===== config.mk =====
export PLATFORM = sky130hd
export DESIGN_NAME = gain_ramp_bank_unit_flat
export DESIGN_NICKNAME = d
export VERILOG_FILES = /design/src/design/grb_pkg.sv /design/src/design/grb_if.sv /design/src/design/grb_dp.sv /design/src/design/grb_ctrl.sv /design/src/design/gain_ramp_bank_unit.sv /design/src/flat_wrapper.sv
export SDC_FILE = /design/constraint.sdc
export NUM_CORES = 2
export LEC_CHECK = 0
export ABC_AREA = 1
export BUFFER_PORTS_ARGS = -buffer_cell sky130_fd_sc_hd__buf_2
export CAP_MARGIN = 20
export CORE_MARGIN = 2
export CORE_UTILIZATION = 55
export DETAILED_ROUTE_END_ITERATION = 8
export MAX_ROUTING_LAYER = met4
export PLACE_DENSITY = 0.71
export SYNTH_ARGS = -nofsm -noshare
export SYNTH_HDL_FRONTEND = slang
export SYNTH_HIERARCHICAL = 1
export SYNTH_SLANG_ARGS = --single-unit

===== constraint.sdc =====
create_clock -name clk_i -period 8.8 [get_ports clk_i]
set_input_delay 1.76 -clock clk_i [delete_from_list [all_inputs] [get_ports clk_i]]
set_output_delay 1.76 -clock clk_i [all_outputs]
set_load 0.01 [all_outputs]

===== src/design/grb_pkg.sv =====
// Shared widths, request codes and controller/datapath link types for the gain ramp bank.
package grb_pkg;

  localparam int ReqW          = 2;
  localparam int IdxInW        = 6;
  localparam int TickW         = 15;
  localparam int GainW         = 16;
  localparam int ProdW         = GainW + TickW;
  localparam int NumClassesDef = 51;
  localparam int MaxClasses    = 64;

  localparam logic [GainW-1:0] UnityGain = 16'h8000;

  typedef enum logic [ReqW-1:0] {
    REQ_TICK   = 2'd0,
    REQ_SET    = 2'd1,
    REQ_READ   = 2'd2,
    REQ_REINIT = 2'd3
  } req_type_e;

  // Commands from the sequencer to the datapath.
  typedef struct packed {
    logic              in_take;
    logic              clear_all;
    logic              set_wr;
    logic              rd_en;
    logic              rd_use_idx;
    logic [IdxInW-1:0] rd_addr;
    logic [IdxInW-1:0] wr_addr;
    logic              eval_ld;
    logic              snap_wr;
    logic              div_init;
    logic              div_step;
    logic              wb_wr;
    logic              out_ld;
  } grb_cmd_t;

  // Status from the datapath back to the sequencer.
  typedef struct packed {
    req_type_e req;
    logic      idx_err;
    logic      delta_zero;
    logic      snap;
    logic      out_free;
  } grb_sts_t;

endpackage


===== src/design/grb_if.sv =====
// Request and response channel interfaces of the gain ramp bank.
interface grb_req_if;
  logic                        valid;
  logic                        ready;
  logic [grb_pkg::ReqW-1:0]    req_type;
  logic [grb_pkg::IdxInW-1:0]  class_id;
  logic [grb_pkg::TickW-1:0]   tick_step;
  logic [grb_pkg::GainW-1:0]   target_gain;
  logic [grb_pkg::TickW-1:0]   ramp_ticks;

  modport source (
    output valid, req_type, class_id, tick_step, target_gain, ramp_ticks,
    input  ready
  );
  modport sink (
    input  valid, req_type, class_id, tick_step, target_gain, ramp_ticks,
    output ready
  );
endinterface

interface grb_rsp_if;
  logic                      valid;
  logic                      ready;
  logic [grb_pkg::GainW-1:0] gain;
  logic                      index_error;

  modport source (
    output valid, gain, index_error,
    input  ready
  );
  modport sink (
    input  valid, gain, index_error,
    output ready
  );
endinterface


===== src/design/grb_dp.sv =====
// Datapath of the gain ramp bank: state memories, multiplier, serial divider, output register.
module grb_dp #(
  parameter int NumClasses = grb_pkg::NumClassesDef
) (
  input  logic                        clk_i,
  input  logic                        rst_ni,
  input  logic [grb_pkg::ReqW-1:0]    req_type_i,
  input  logic [grb_pkg::IdxInW-1:0]  class_id_i,
  input  logic [grb_pkg::TickW-1:0]   tick_step_i,
  input  logic [grb_pkg::GainW-1:0]   target_gain_i,
  input  logic [grb_pkg::TickW-1:0]   ramp_ticks_i,
  output logic                        out_valid_o,
  input  logic                        out_ready_i,
  output logic [grb_pkg::GainW-1:0]   gain_o,
  output logic                        index_error_o,
  input  grb_pkg::grb_cmd_t           cmd_i,
  output grb_pkg::grb_sts_t           sts_o
);

  localparam int IdxInW = grb_pkg::IdxInW;
  localparam int TickW  = grb_pkg::TickW;
  localparam int GainW  = grb_pkg::GainW;
  localparam int ProdW  = grb_pkg::ProdW;
  localparam int IdxW   = (NumClasses > 1) ? $clog2(NumClasses) : 1;
  localparam int TtW    = GainW + TickW;
  localparam logic [IdxInW:0] NumCls = (IdxInW + 1)'(NumClasses);

  // Captured request.
  grb_pkg::req_type_e  req_q;
  logic [IdxInW-1:0]   idx_q;
  logic [TickW-1:0]    delta_q;
  logic [GainW-1:0]    tgt_in_q;
  logic [TickW-1:0]    ramp_q;

  always_ff @(posedge clk_i) begin
    if (cmd_i.in_take) begin
      req_q    <= grb_pkg::req_type_e'(req_type_i);
      idx_q    <= class_id_i;
      delta_q  <= tick_step_i;
      tgt_in_q <= target_gain_i;
      ramp_q   <= ramp_ticks_i;
    end
  end

  logic            idx_err;
  logic [IdxW-1:0] idx_a;
  logic [IdxW-1:0] rd_a;
  logic [IdxW-1:0] wr_a;

  assign idx_err = {1'b0, idx_q} >= NumCls;
  assign idx_a   = idx_q[IdxW-1:0];
  assign rd_a    = cmd_i.rd_use_idx ? idx_a : cmd_i.rd_addr[IdxW-1:0];
  assign wr_a    = cmd_i.wr_addr[IdxW-1:0];

  // Target and ticks share one word; current gain has its own memory.
  logic [TtW-1:0]        tt_mem  [NumClasses];
  logic [GainW-1:0]      cur_mem [NumClasses];
  logic [NumClasses-1:0] tt_vld_q;
  logic [NumClasses-1:0] cur_vld_q;

  logic [TtW-1:0]   rd_tt_q;
  logic [GainW-1:0] rd_cur_q;
  logic             rd_ttv_q;
  logic             rd_curv_q;

  // Ramp evaluation registers.
  logic             up_q;
  logic [ProdW-1:0] prod_q;
  logic [GainW-1:0] cur_q;
  logic [GainW-1:0] tgt_q;
  logic [TickW-1:0] left_q;
  logic [TickW-1:0] rem_q;
  logic [GainW-1:0] dq_q;

  // Entries never written since reset or reinit read as unity gain, no ramp.
  logic [GainW-1:0] tgt_e;
  logic [GainW-1:0] cur_e;
  logic [TickW-1:0] left_e;
  logic             snap;
  logic [GainW-1:0] diff;

  assign tgt_e  = rd_ttv_q  ? rd_tt_q[TtW-1:TickW] : grb_pkg::UnityGain;
  assign left_e = rd_ttv_q  ? rd_tt_q[TickW-1:0]   : '0;
  assign cur_e  = rd_curv_q ? rd_cur_q             : grb_pkg::UnityGain;
  assign snap   = !(left_e > delta_q);
  assign diff   = (tgt_e >= cur_e) ? (tgt_e - cur_e) : (cur_e - tgt_e);

  // Restoring division, one quotient bit per step.
  logic [TickW:0]   trial;
  logic [TickW:0]   trial_sub;
  logic             ge;
  logic [TickW-1:0] rem_d;
  logic [GainW-1:0] dq_d;
  logic [GainW-1:0] new_cur;
  logic [TickW-1:0] new_left;

  assign trial     = {rem_q, dq_q[GainW-1]};
  assign trial_sub = trial - {1'b0, left_q};
  assign ge        = trial >= {1'b0, left_q};
  assign rem_d     = ge ? trial_sub[TickW-1:0] : trial[TickW-1:0];
  assign dq_d      = {dq_q[GainW-2:0], ge};
  assign new_cur   = up_q ? (cur_q + dq_q) : (cur_q - dq_q);
  assign new_left  = left_q - delta_q;

  // Write port selection.
  logic             tt_we;
  logic [IdxW-1:0]  tt_wa;
  logic [TtW-1:0]   tt_wd;
  logic             cur_we;
  logic [GainW-1:0] cur_wd;

  always_comb begin
    tt_we  = cmd_i.set_wr || cmd_i.snap_wr || cmd_i.wb_wr;
    tt_wa  = wr_a;
    tt_wd  = {tgt_q, new_left};
    cur_we = cmd_i.snap_wr || cmd_i.wb_wr;
    cur_wd = new_cur;
    if (cmd_i.set_wr) begin
      tt_wa = idx_a;
      tt_wd = {tgt_in_q, ramp_q};
    end else if (cmd_i.snap_wr) begin
      tt_wd  = {tgt_e, {TickW{1'b0}}};
      cur_wd = tgt_e;
    end
  end

  always_ff @(posedge clk_i) begin
    if (tt_we) begin
      tt_mem[tt_wa] <= tt_wd;
    end
    if (cur_we) begin
      cur_mem[wr_a] <= cur_wd;
    end
    if (cmd_i.rd_en) begin
      rd_tt_q   <= tt_mem[rd_a];
      rd_cur_q  <= cur_mem[rd_a];
      rd_ttv_q  <= tt_vld_q[rd_a];
      rd_curv_q <= cur_vld_q[rd_a];
    end
  end

  always_ff @(posedge clk_i or negedge rst_ni) begin
    if (!rst_ni) begin
      tt_vld_q  <= '0;
      cur_vld_q <= '0;
    end else if (cmd_i.clear_all) begin
      tt_vld_q  <= '0;
      cur_vld_q <= '0;
    end else begin
      if (tt_we) begin
        tt_vld_q[tt_wa] <= 1'b1;
      end
      if (cur_we) begin
        cur_vld_q[wr_a] <= 1'b1;
      end
    end
  end

  always_ff @(posedge clk_i) begin
    if (cmd_i.eval_ld) begin
      up_q   <= tgt_e >= cur_e;
      prod_q <= ProdW'(diff) * ProdW'(delta_q);
      cur_q  <= cur_e;
      tgt_q  <= tgt_e;
      left_q <= left_e;
    end
    if (cmd_i.div_init) begin
      rem_q <= prod_q[ProdW-1:GainW];
      dq_q  <= prod_q[GainW-1:0];
    end else if (cmd_i.div_step) begin
      rem_q <= rem_d;
      dq_q  <= dq_d;
    end
  end

  // Output register decouples the response channel from the sequencer.
  logic             out_valid_q;
  logic [GainW-1:0] gain_q;
  logic             err_q;
  logic             addr_req;

  assign addr_req = (req_q == grb_pkg::REQ_SET) || (req_q == grb_pkg::REQ_READ);

  always_ff @(posedge clk_i or negedge rst_ni) begin
    if (!rst_ni) begin
      out_valid_q <= 1'b0;
    end else if (cmd_i.out_ld) begin
      out_valid_q <= 1'b1;
    end else if (out_ready_i) begin
      out_valid_q <= 1'b0;
    end
  end

  always_ff @(posedge clk_i) begin
    if (cmd_i.out_ld) begin
      gain_q <= (req_q == grb_pkg::REQ_READ && !idx_err) ? cur_e : '0;
      err_q  <= addr_req && idx_err;
    end
  end

  assign out_valid_o   = out_valid_q;
  assign gain_o        = gain_q;
  assign index_error_o = err_q;

  assign sts_o.req        = req_q;
  assign sts_o.idx_err    = idx_err;
  assign sts_o.delta_zero = (delta_q == '0);
  assign sts_o.snap       = snap;
  assign sts_o.out_free   = !out_valid_q || out_ready_i;

endmodule


===== src/design/grb_ctrl.sv =====
// Sequencer of the gain ramp bank: request decode, class walk and divider step control.
module grb_ctrl #(
  parameter int NumClasses = grb_pkg::NumClassesDef
) (
  input  logic              clk_i,
  input  logic              rst_ni,
  input  logic              in_valid_i,
  output logic              in_ready_o,
  input  grb_pkg::grb_sts_t sts_i,
  output grb_pkg::grb_cmd_t cmd_o
);

  localparam int IdxInW = grb_pkg::IdxInW;
  localparam int IdxW   = (NumClasses > 1) ? $clog2(NumClasses) : 1;
  localparam int StepW  = $clog2(grb_pkg::GainW);
  localparam logic [IdxW-1:0]  LastCls  = IdxW'(NumClasses - 1);
  localparam logic [StepW-1:0] LastStep = StepW'(grb_pkg::GainW - 1);

  localparam logic [2:0] S_IDLE   = 3'd0;
  localparam logic [2:0] S_DECODE = 3'd1;
  localparam logic [2:0] S_EVAL   = 3'd2;
  localparam logic [2:0] S_DINIT  = 3'd3;
  localparam logic [2:0] S_DIV    = 3'd4;
  localparam logic [2:0] S_WB     = 3'd5;
  localparam logic [2:0] S_RESP   = 3'd6;

  logic [2:0]       state_q, state_d;
  logic [IdxW-1:0]  cnt_q, cnt_d;
  logic [StepW-1:0] step_q, step_d;
  logic [IdxW-1:0]  cnt_inc;
  logic             cls_last;

  assign cnt_inc  = cnt_q + IdxW'(1);
  assign cls_last = (cnt_q == LastCls);

  always_comb begin
    state_d    = state_q;
    cnt_d      = cnt_q;
    step_d     = step_q;
    cmd_o      = '0;
    in_ready_o = 1'b0;
    cmd_o.wr_addr = IdxInW'(cnt_q);
    cmd_o.rd_addr = IdxInW'(cnt_inc);
    unique case (state_q)
      S_IDLE: begin
        in_ready_o    = 1'b1;
        cmd_o.in_take = in_valid_i;
        if (in_valid_i) begin
          state_d = S_DECODE;
        end
      end
      S_DECODE: begin
        state_d = S_RESP;
        unique case (sts_i.req)
          grb_pkg::REQ_TICK: begin
            if (!sts_i.delta_zero) begin
              cmd_o.rd_en   = 1'b1;
              cmd_o.rd_addr = '0;
              cnt_d         = '0;
              state_d       = S_EVAL;
            end
          end
          grb_pkg::REQ_SET: begin
            cmd_o.set_wr = !sts_i.idx_err;
          end
          grb_pkg::REQ_READ: begin
            cmd_o.rd_en      = !sts_i.idx_err;
            cmd_o.rd_use_idx = 1'b1;
          end
          grb_pkg::REQ_REINIT: begin
            cmd_o.clear_all = 1'b1;
          end
          default: begin
            state_d = S_RESP;
          end
        endcase
      end
      S_EVAL: begin
        if (sts_i.snap) begin
          cmd_o.snap_wr = 1'b1;
          if (cls_last) begin
            state_d = S_RESP;
          end else begin
            cmd_o.rd_en = 1'b1;
            cnt_d       = cnt_inc;
          end
        end else begin
          cmd_o.eval_ld = 1'b1;
          state_d       = S_DINIT;
        end
      end
      S_DINIT: begin
        cmd_o.div_init = 1'b1;
        step_d         = '0;
        state_d        = S_DIV;
      end
      S_DIV: begin
        cmd_o.div_step = 1'b1;
        step_d         = step_q + StepW'(1);
        if (step_q == LastStep) begin
          state_d = S_WB;
        end
      end
      S_WB: begin
        cmd_o.wb_wr = 1'b1;
        if (cls_last) begin
          state_d = S_RESP;
        end else begin
          cmd_o.rd_en = 1'b1;
          cnt_d       = cnt_inc;
          state_d     = S_EVAL;
        end
      end
      S_RESP: begin
        if (sts_i.out_free) begin
          cmd_o.out_ld = 1'b1;
          state_d      = S_IDLE;
        end
      end
      default: begin
        state_d = S_IDLE;
      end
    endcase
  end

  always_ff @(posedge clk_i or negedge rst_ni) begin
    if (!rst_ni) begin
      state_q <= S_IDLE;
      cnt_q   <= '0;
      step_q  <= '0;
    end else begin
      state_q <= state_d;
      cnt_q   <= cnt_d;
      step_q  <= step_d;
    end
  end

  // A response is only loaded when the output register can take it.
  assert property (@(posedge clk_i) disable iff (!rst_ni)
    cmd_o.out_ld |-> sts_i.out_free)
    else $error("response loaded while output register busy");

  // The last divider step hands over to the write-back.
  assert property (@(posedge clk_i) disable iff (!rst_ni)
    (state_q == S_DIV && step_q == LastStep) |=> (state_q == S_WB))
    else $error("divider did not finish after its last step");

  // An out-of-range set never touches the memories.
  assert property (@(posedge clk_i) disable iff (!rst_ni)
    cmd_o.set_wr |-> !sts_i.idx_err)
    else $error("set written with out-of-range class");

  // A ramp evaluation never overlaps a divider step or a memory write.
  assert property (@(posedge clk_i) disable iff (!rst_ni)
    cmd_o.eval_ld |-> !(cmd_o.div_step || cmd_o.wb_wr || cmd_o.snap_wr))
    else $error("evaluation overlaps another datapath operation");

  // An accepted transaction is decoded in the next cycle.
  assert property (@(posedge clk_i) disable iff (!rst_ni)
    cmd_o.in_take |=> (state_q == S_DECODE))
    else $error("accepted request not decoded");

endmodule


===== src/design/gain_ramp_bank_unit.sv =====
// Top level of the gain ramp bank: request and response channels around sequencer and datapath.
//
// The bank holds one linear gain ramp per sound class. Requests arrive on the
// req_i channel and each produces exactly one transaction on rsp_o. A tick
// request advances every class by tick_step, a set request loads a target
// and a ramp length for one class, a read request returns the current gain of
// one class, and a reinit request puts every class back to unity gain (1.0 in
// Q1.15) with no ramp pending. Set and read with a class index at or above
// the class count change nothing and answer with index_error high.
//
// Set, read and reinit put their response on rsp_o two cycles after acceptance,
// so they go at one every three cycles. A tick answers 2 + 19 * NumClasses
// cycles after acceptance when every class is ramping (3 + 19 * NumClasses per
// tick): each ramping class costs one cycle to evaluate and multiply, one to
// load the divider, sixteen for the bit-serial division and one to write back.
// A class whose ramp ends or is idle costs one cycle. One request is worked on
// at a time; the next is accepted as soon as the response sits in the output
// register. Reset marks every class as unwritten, so all read as unity gain.
// A stalled receiver holds the response in the output register; the bank then
// waits before answering the next request.
module gain_ramp_bank_unit #(
  parameter int NumClasses = grb_pkg::NumClassesDef
) (
  input  logic       clk_i,
  input  logic       rst_ni,
  grb_req_if.sink    req_i,
  grb_rsp_if.source  rsp_o
);

  grb_pkg::grb_cmd_t cmd;
  grb_pkg::grb_sts_t sts;

  grb_ctrl #(
    .NumClasses (NumClasses)
  ) u_ctrl (
    .clk_i      (clk_i),
    .rst_ni     (rst_ni),
    .in_valid_i (req_i.valid),
    .in_ready_o (req_i.ready),
    .sts_i      (sts),
    .cmd_o      (cmd)
  );

  grb_dp #(
    .NumClasses (NumClasses)
  ) u_dp (
    .clk_i         (clk_i),
    .rst_ni        (rst_ni),
    .req_type_i    (req_i.req_type),
    .class_id_i    (req_i.class_id),
    .tick_step_i   (req_i.tick_step),
    .target_gain_i (req_i.target_gain),
    .ramp_ticks_i  (req_i.ramp_ticks),
    .out_valid_o   (rsp_o.valid),
    .out_ready_i   (rsp_o.ready),
    .gain_o        (rsp_o.gain),
    .index_error_o (rsp_o.index_error),
    .cmd_i         (cmd),
    .sts_o         (sts)
  );

endmodule

===== src/flat_wrapper.sv =====
// flat-port wrapper written by rule: the top's interface ports become plain ports
module gain_ramp_bank_unit_flat 
#(
  parameter int NumClasses = grb_pkg::NumClassesDef
)
  (clk_i, rst_ni, req_i_valid, req_i_req_type, req_i_class_id, req_i_tick_step, req_i_target_gain, req_i_ramp_ticks, req_i_ready, rsp_o_valid, rsp_o_gain, rsp_o_index_error, rsp_o_ready);
  grb_req_if req_i_i ();
  grb_rsp_if rsp_o_i ();
  input  logic clk_i;
  input  logic rst_ni;
  input wire logic [$bits(req_i_i.valid)-1:0] req_i_valid;
  input wire logic [$bits(req_i_i.req_type)-1:0] req_i_req_type;
  input wire logic [$bits(req_i_i.class_id)-1:0] req_i_class_id;
  input wire logic [$bits(req_i_i.tick_step)-1:0] req_i_tick_step;
  input wire logic [$bits(req_i_i.target_gain)-1:0] req_i_target_gain;
  input wire logic [$bits(req_i_i.ramp_ticks)-1:0] req_i_ramp_ticks;
  output wire logic [$bits(req_i_i.ready)-1:0] req_i_ready;
  output wire logic [$bits(rsp_o_i.valid)-1:0] rsp_o_valid;
  output wire logic [$bits(rsp_o_i.gain)-1:0] rsp_o_gain;
  output wire logic [$bits(rsp_o_i.index_error)-1:0] rsp_o_index_error;
  input wire logic [$bits(rsp_o_i.ready)-1:0] rsp_o_ready;
  assign req_i_i.valid = req_i_valid;
  assign req_i_i.req_type = req_i_req_type;
  assign req_i_i.class_id = req_i_class_id;
  assign req_i_i.tick_step = req_i_tick_step;
  assign req_i_i.target_gain = req_i_target_gain;
  assign req_i_i.ramp_ticks = req_i_ramp_ticks;
  assign req_i_ready = req_i_i.ready;
  assign rsp_o_valid = rsp_o_i.valid;
  assign rsp_o_gain = rsp_o_i.gain;
  assign rsp_o_index_error = rsp_o_i.index_error;
  assign rsp_o_i.ready = rsp_o_ready;
  gain_ramp_bank_unit #(.NumClasses(NumClasses)) u_core (.clk_i(clk_i), .rst_ni(rst_ni), .req_i(req_i_i), .rsp_o(rsp_o_i));
endmodule

==> results list <==
- Largest net degree at the start of global routing: between 150 and 200
* Number of input and output port buffers inserted: 76
- The endpoint identified for the worst register-to-register timing path is u_core/u_dp/prod_q[29].
* Floorplan Core Area: between 0.2 and 0.25 mm^2
* Number of max-slew violations in the final report: 0
- A synthesized cell averages 11.5 um^2.
- Number of fill cells: between 15000 and 20000
- TritonCTS built the clock tree.
- Async SR Flop Fraction: 0.0423
- Post-route ant nets: 0
- Simple-gate portion of the synthesized area: 0.135
* Post-synthesis mux area share: 0
* Max-slew headroom at the worst pin: 0.165
- Once detailed placement completed, the half-perimeter wirelength came to 207000 um.
- Layout overhead on the synthesized area: 11.4%
- Number of levels the H-tree was split into: 5
* Num CTS Buffers: 295
* GRT Residual Overflow: 0
- The startpoint identified for the worst hold timing path is u_core/u_ctrl/step_q[3].
- For the worst-skew pair, the clock arrives at the later sink with an insertion delay of 0.94 ns.
- Required arrival time at the worst endpoint: 9.44 ns
- The tool flagged a number of max-cap violations equal to 0.
* Via count: about 84000
- Total die area: 0.224 mm^2
- Number of distinct standard cells referenced by the synthesized netlist: 50
- Among the stages of the critical path, the cell type that occurs most often is inv_1.
- Setup total negative slack on the finished layout was measured at 0 ns.
- Data arrival time of the critical path: around 8.8 ns
- Share of layout cells above drive strength 1: 0.0843
- Final estimated routing congestion in global placement: 0.957
- Register-to-Register Setup Slack: about 0.64 ns
- Timing would allow up to 123 MHz.
- Area of the mapped netlist: roughly 0.12 mm^2
- Fraction of the yosys area taken by sequential cells: 0.674
- No sink is reached through more buffers than the 4 on the longest clock path.
* Kind of end point of the critical path: flip-flop
- Clock transition time at the flip-flop clock pins of the worst setup and hold paths: 0.06 ns
- Total track usage: 0.316
* First-pass GRT wire length: roughly 510000 um
- In this run the worst path has a maximum fanout of 16.
- Library cell contributing the largest single delay on the critical path: fa_1
- In this run, synthesis produced a sequential element count of approximately 2700.
- For the final database, setup skew stands at ~0.065 ns.
* Origin of the critical flop-to-flop path: u_core/u_dp/rd_curv_q
* Worst-case reg-to-reg path depth: 32
- The worst setup path is of the reg -> reg kind.
- Clock tree synthesis found a total of 2743 sinks.
- Transition at the pin with the smallest max-transition slack: 1.25 ns
* Syn Nets: 11000
- Total I/O pin count: 77
* Number of global-route vias before repair: approximately 80000
- The path with the worst hold slack has its endpoint at u_core/u_ctrl/step_q[3].
- Xor and xnor fraction of the mapped netlist area: 0.00578
* Detailed-route wire length: 349000 um
- Area occupied by multi-input gates: about 0.036 mm^2
- Via/cell ratio: 6.12
* Vertical die dimension: approximately 470 um
- After detailed routing, the number of remaining DRC violations is 0.
* Unrepaired setup endpoints after global routing: no
- In this run the worst hold path is classified as reg -> reg.
- Final hold viol count: 0
- For this configuration, the core starts out at a cell density of 0.553.
* Final net count: ~11000
- Final Critical Period: 8.16 ns
- Delay of the slowest cell on the worst path: 0.58 ns
- The Yosys step of the flow raised 6 warnings.
* Crit share post-route: 0.927
- Clock tree synthesis selected as its root buffer the cell clkbuf_16.
- The number of antenna violations at the first check in global routing was 7.
* Number of buffers added to fix hold violations after cts: 0
* Result of the run: completed
- Most used flip-flop cell after synthesis: edfxtp_1
- Sequential cell area: about 0.082 mm^2
- Row cnt: 172
* WL/cell: approximately 26 um
- Post-synthesis instance total: around 11000
- Detailed Route Iter0 Violations: 11300
* Largest family of logic cells by synthesized area: simple AND/OR/NAND/NOR gates
- Number of setup violations in the final report: 0
* Share of the synthesized area in compound gates (AO/OA/AOI/OAI): 0.0961
- The worst setup path is launched from a flip-flop.
- In this run, synthesis inferred 2627 flip-flops with an integrated enable.
* Arithmetic-cell share of the synthesized area counting full adders, half adders and majority gates: 0.0499
- Before antenna repair, the detailed router went through 8 iterations.
- The floorplan step set the die width to 474 um.
- Count of cells along the worst hold path: 1
## cell usage after synthesis (25+ instances only)
| library cell | instances | area (um^2) |
|---|---|---|
| edfxtp_1 | 2627 | 78900 |
| ha_1 | 188 | 2350 |
| inv_1 | 606 | 2270 |
| nand2_2 | 25 | 156 |
| nand4_1 | 38 | 238 |
| o21ai_0 | 1243 | 6220 |
| o211ai_1 | 228 | 1710 |
| xor2_1 | 59 | 517 |
| nor3_1 | 39 | 195 |
| nor2_1 | 1995 | 7490 |
| o22ai_1 | 220 | 1380 |
| clkbuf_1 | 402 | 1510 |
| nand3_1 | 658 | 3290 |
| nand2_1 | 1224 | 4590 |
| dfrtp_1 | 116 | 2900 |
| fa_1 | 185 | 3700 |
| o21bai_1 | 45 | 338 |
| buf_1 | 54 | 203 |
| buf_2 | 118 | 591 |
| a21oi_1 | 331 | 1660 |
## layout make-up
type / count / area share
Sequential cell: 2743 / 0.605
Inverter: 618 / 0.0172
Clock buffer: 383 / 0.0591
Antenna cell: 2 / 0.0000370
Clock inverter: 114 / 0.00637
Tap cell: 2871 / 0.0266
Timing Repair Buffer: 337 / 0.0217
Multi-Input combinational cell: 6598 / 0.264
## layer usage
metal / global-route usage / up-vias / share of wire
met5: - / - / 0
met4: 0.104 / 0 / 0.033
met3: 0.0466 / 666 / 0.098
met2: 0.476 / 4585 / 0.46
met1: 0.447 / 41300 / 0.41
li1: - / 37100 / -
## what timing repair did
action                                  4_1_cts  5_1_grt
gates resized for setup                       0        1
buffers inserted                              0        9
endpoints found under the setup margin        0       12
## critical path: cells and delay by family, from the launching register on
kind	cells	cell delay, ns
AO/OA/AOI/OAI	1	0.11
XOR/XNOR	1	0.15
adder cells (fa/ha/maj)	8	3.84
buffers and inverters	8	0.64
flip-flops	1	0.36
AND/OR/NAND/NOR	14	2.78
## cell families after synthesis
logic type      Yosys count
simple gates           4031
flops                  2743
fa+ha+maj               373
xor+xnor                 80
compound gates         2114
buf+inv                1202
## worst max path at each step
| stage | start | endpoint | slack [ns] | cells after the start |
|---|---|---|---|---|
| floorplan | u_core/u_dp/rd_curv_q | u_core/u_dp/prod_q[23] | 1.58 | 35 |
| global placement | u_core/u_dp/rd_curv_q | u_core/u_dp/prod_q[18] | 0.37 | 33 |
| detailed placement | u_core/u_dp/rd_curv_q | u_core/u_dp/prod_q[29] | 0.32 | 31 |
| CTS | u_core/u_dp/rd_curv_q | u_core/u_dp/prod_q[29] | 0.31 | 31 |
| global route | u_core/u_dp/rd_curv_q | u_core/u_dp/prod_q[18] | 0.06 | 33 |
| finish | u_core/u_dp/rd_curv_q | u_core/u_dp/prod_q[29] | 0.64 | 32 |
## stage by stage
| step | cells | hold WS [ns] | util | setup slack [ns] | cell area (um^2) |
|---|---|---|---|---|---|
| 3_3_place_gp | 13100 | 0.454 | 0.573 | 0.370 | 126000 |
| 3_5_place_dp | 13100 | 0.466 | 0.573 | 0.323 | 126000 |
| 4_1_cts | 13600 | 0.473 | 0.614 | 0.307 | 135000 |
| 5_1_grt | 13700 | 0.508 | 0.616 | 0.0571 | 135000 |
| 2_1_floorplan | 10500 | 0.441 | - | 1.58 | 121000 |
| 6_report | 13700 | 0.478 | 0.616 | 0.638 | 135000 |
## layout by cell type (no fill, tap or decap), drive strengths merged, types with 93 or more instances in the layout
cell type  instances
o211ai           228
buf              337
nor2            2011
clkinv            93
clkbuf           383
nand2           1256
o21ai           1254
inv              623
a21oi            331
o22ai            220
edfxtp          2627
ha               188
dfrtp            116
fa               185
nand3            661
## sequential cells by signal, summed over array words and instances (netlist names), 2 cells and up
| name | cells |
|---|---|
| u_core/u_dp/dq_q | 16 |
| u_core/u_dp/rd_tt_q | 31 |
| u_core/u_dp/tt_vld_q | 51 |
| u_core/u_dp/tt_mem | 1581 |
| u_core/u_dp/idx_a | 6 |
| u_core/u_dp/rem_q | 15 |
| u_core/u_ctrl/state_q | 3 |
| u_core/u_dp/left_q | 15 |
| u_core/u_dp/tgt_in_q | 16 |
| u_core/u_dp/cur_vld_q | 51 |
| u_core/u_dp/cur_q | 16 |
| u_core/u_dp/cur_mem | 816 |
| u_core/u_dp/req_q | 2 |
| u_core/u_ctrl/cnt_q | 6 |
| u_core/u_dp/ramp_q | 15 |
| u_core/u_dp/rd_cur_q | 16 |
| u_core/u_dp/prod_q | 31 |
| u_core/u_dp/delta_q | 15 |
| u_core/u_dp/tgt_q | 16 |
| u_core/u_dp/gain_o | 16 |
| u_core/u_ctrl/step_q | 4 |
Power is not shown: default switching activity piles up to over one toggle a cycle in this logic, so the estimate is an artifact.
